==> src/gsa_ram.sv <==
`default_nettype none

module gsa_ram #(
  parameter int unsigned WIDTH = 8,
  parameter int unsigned DEPTH = 16
) (
  input  wire logic                     clk_i,
  input  wire logic                     we_i,
  input  wire logic [$clog2(DEPTH)-1:0] waddr_i,
  input  wire logic [WIDTH-1:0]         wdata_i,
  input  wire logic [$clog2(DEPTH)-1:0] raddr_i,
  output      logic [WIDTH-1:0]         rdata_o
);

  logic [WIDTH-1:0] mem_q [DEPTH];

  always_ff @(posedge clk_i) begin
    if (we_i) begin
      mem_q[waddr_i] <= wdata_i;
    end
    rdata_o <= mem_q[raddr_i];
  end

endmodule

`default_nettype wire

==> config.mk <==
export PLATFORM = sky130hd
export DESIGN_NAME = gsa_ram
export DESIGN_NICKNAME = d
export VERILOG_FILES = /design/src/gsa_ram.sv
export SDC_FILE = /design/constraint.sdc
export NUM_CORES = 1
export LEC_CHECK = 0
export BUFFER_PORTS_ARGS = -buffer_cell sky130_fd_sc_hd__buf_2
export CORE_MARGIN = 3
export CORE_UTILIZATION = 25
export CTS_CLUSTER_SIZE = 16
export DETAILED_ROUTE_END_ITERATION = 12
export GPL_ROUTABILITY_DRIVEN = 0
export PLACE_DENSITY = 0.36
export SYNTH_ARGS = -nofsm -noshare
export SYNTH_HDL_FRONTEND = slang
export SYNTH_SLANG_ARGS = --single-unit
==> constraint.sdc <==
create_clock -name clk_i -period 4.1 [get_ports clk_i]
set_input_delay 0.82 -clock clk_i [delete_from_list [all_inputs] [get_ports clk_i]]
set_output_delay 0.82 -clock clk_i [all_outputs]
set_load 0.01 [all_outputs]
==> metrics.yaml <==
clock_network:
  clock_sinks: 136
  cts_tree: "built"
  htreeDepth: 4
  clk_pin_slew_ns: 0.05
  hold_buffers: 0
  cts_resized: 0
  clock_path_buffers: 2
  post_cts_buffers: 0
  numCtsBuffers: 17
  cts-root-buf: "clkbuf_16"
  clk_latency_ns: 0.41
global_route:
  grt_overflow: 0
  grt_max_degree: 33
  grt_pass1_vias: 2540
  grt_pass1_wl_microns: 17100
  antenna_found_initial: 1
  grt_usage_pct: 11.2
die:
  num_rows: 51
  initial_utilization_pct: 25.9
  fp.coreArea_sq_um: 19800
  fp.dieH_microns: 149
  ios: 26
  die_w_microns: 149
  die_area_sq_um: 22300
detailed_routing:
  detail-route-antenna-nets: 0
  via_per_inst: 4.29
  vias: 2329
  drt-total-wl_microns: 11600
  initialDrtViolationCount: 149
  wl_per_cell_microns: 21.3
  first_pass_iters: 4
  drc: 0
timing:
  relSlewSlack_pct: 32.8
  hold_viol: 0
  setup_tns_ns: 0
  worst_pin_slew_ns: 1.00
  fin_crit_ns: 2.19
  period_share_pct: 53.4
  drv_slew: 0
  rsz0062_at_grt: "no"
  report.final.setup_viol: 0
  fin_ws_ns: 1.91
  fin_worst_skew_ns: 0.00731
  clock.fmax_mhz: 456
setup_path:
  endpoint_kind: "register"
  start_kind: "input pin"
  critPathMaxStageDelay_ns: 0.75
  critical_path_class: "in2reg"
  cp_slowest_cell: "nor2_1"
  cp_max_fo: 8
  crit_arrival_ns: 2.22
  path_cells: "buf_2, or3b_2, nor2_1"
  required_ns: 4.13
logic_synthesis:
  syn_area_sq_um: 5150
  syn_inst: 229
  synth_area_per_cell_sq_um: 22.5
  syn_nets: 247
  synth_seq_area_share_pct: 77.8
  yosys.area.top_type_share_pct: 74.7
  ys_warn_count: 0
  ys_types: 19
  synth_top_cell_by_area: "edfxtp_1"
  synthTopCellsByArea: "edfxtp_1 75%, mux4_2 7.9%, mux4_1 7.1%, dfxtp_1 3.1%, a22oi_1 2.3%"
  ys_ff_latch: 136
power_and_ir_drop:
  power.density_nw_per_um2: 511
  leakage_nw: 1.97
  irDropWorstVdd_mv: 0.287
hold_path:
  hold_path.class: "reg2reg"
finish:
  layout-drive-gt1-share_pct: 26.3
  utilization_pct: 30.7
  n_antenna_cell: 0
  area_growth_pct: 18.4
  nFillCells: 1906
  nets: 285
flow_run:
  max_cap_viol_count: 0
outcome:
  status: "finished clean"
placed_design:
  hpwl_microns: 7220
  io_buffers: 25
  pre_cts_ws_ns: 1.41
[report_power, final]
part	switching, mW	leakage [nW]	internal (mW)	total (mW)
Sequential	0.00893	1.22	1.56	1.56
Clock	0.529	0.259	0.876	1.41
Combinational	0.0883	0.492	0.0565	0.145
[worst max-delay path: cells and delay by family]
family                 cells  cell delay [ns]
and+or+nand+nor            2             1.26
buffers and inverters      1             0.13
[through the flow]
| step | std cells | power (mW) | hold WS, ns | area (sq um) |
|---|---|---|---|---|
| floorplan | 229 | 1.67 | 0.629 | 5150 |
| global placement | 513 | 1.74 | 0.656 | 5550 |
| detailed placement | 513 | 1.74 | 0.675 | 5550 |
| CTS | 543 | 3.16 | 0.688 | 6090 |
| global route | 543 | 3.24 | 0.698 | 6090 |
| finish | 543 | 3.11 | 0.680 | 6090 |
[placed cells by master, fill, tap and decap left out]
cell type     n
a22oi_1      16
and2_1        1
and2b_1       1
buf_2        25
buf_4         4
bufinv_16     2
clkbuf_1      2
clkbuf_16    17
clkinv_1      4
clkinv_2      2
clkinv_4      1
clkinvlp_4    2
dfxtp_1       8
edfxtp_1    128
mux4_1       14
mux4_2       18
nand2_1       9
nand2b_1      2
nand3_1       1
nand3b_1      2
nor2_1       13
nor2b_1       1
nor3_1        3
nor3_2        1
or3b_2        1
[metal layers]
layer | part of all wire [%] | track usage, %
met1 | 44 | 15.2
met2 | 48 | 17.2
met3 | 7.2 | 3.94
met4 | 0.54 | 3.30
met5 | 0.061 | 0
[logic make-up (layout without fill, tap and decap cells)]
family          Yosys count  count (layout)  share of synthesized area (%)
mux                      32              32                           15.0
flops                   136             136                           77.8
compound gates           16              16                           2.33
simple gates             35              35                           3.18
buf+inv                  10              59                           1.68
[final timing paths]
check | start | end | slack [ns] | cells after the start
worst max-delay path | waddr_i[2] | mem_q[3][5] | 1.91 | 3
worst min-delay path | mem_q[8][3] | rdata_o[3] | 0.68 | 3
worst max register to register | mem_q[15][7] | rdata_o[7] | 2.73 | 3
worst min register to register | mem_q[8][3] | rdata_o[3] | 0.68 | 3
[final cells by class]
class | instances | area [sq um] | share of cell area (%)
Sequential cell | 136 | 4000 | 65.7
Multi-Input combinational cell | 83 | 1060 | 17.4
Clock buffer | 19 | 433 | 7.10
Tap cell | 265 | 332 | 5.44
Timing Repair Buffer | 29 | 155 | 2.55
Clock inverter | 11 | 109 | 1.79
[Yosys cell counts, drive strengths merged]
cell type      count
nor2              13
nand3b             2
nand3              1
nand2              9
and2               1
and2b              1
clkdlybuf4s25      3
nor3               4
dfxtp              8
mux4              32
nand2b             2
edfxtp           128
or3b               1
a22oi             16
nor2b              1
buf                7
[state kept, by name, summed over array words and instances (netlist names)]
register,flops
mem_q,128
rdata_o,8
(Power assumes the default switching activity.)
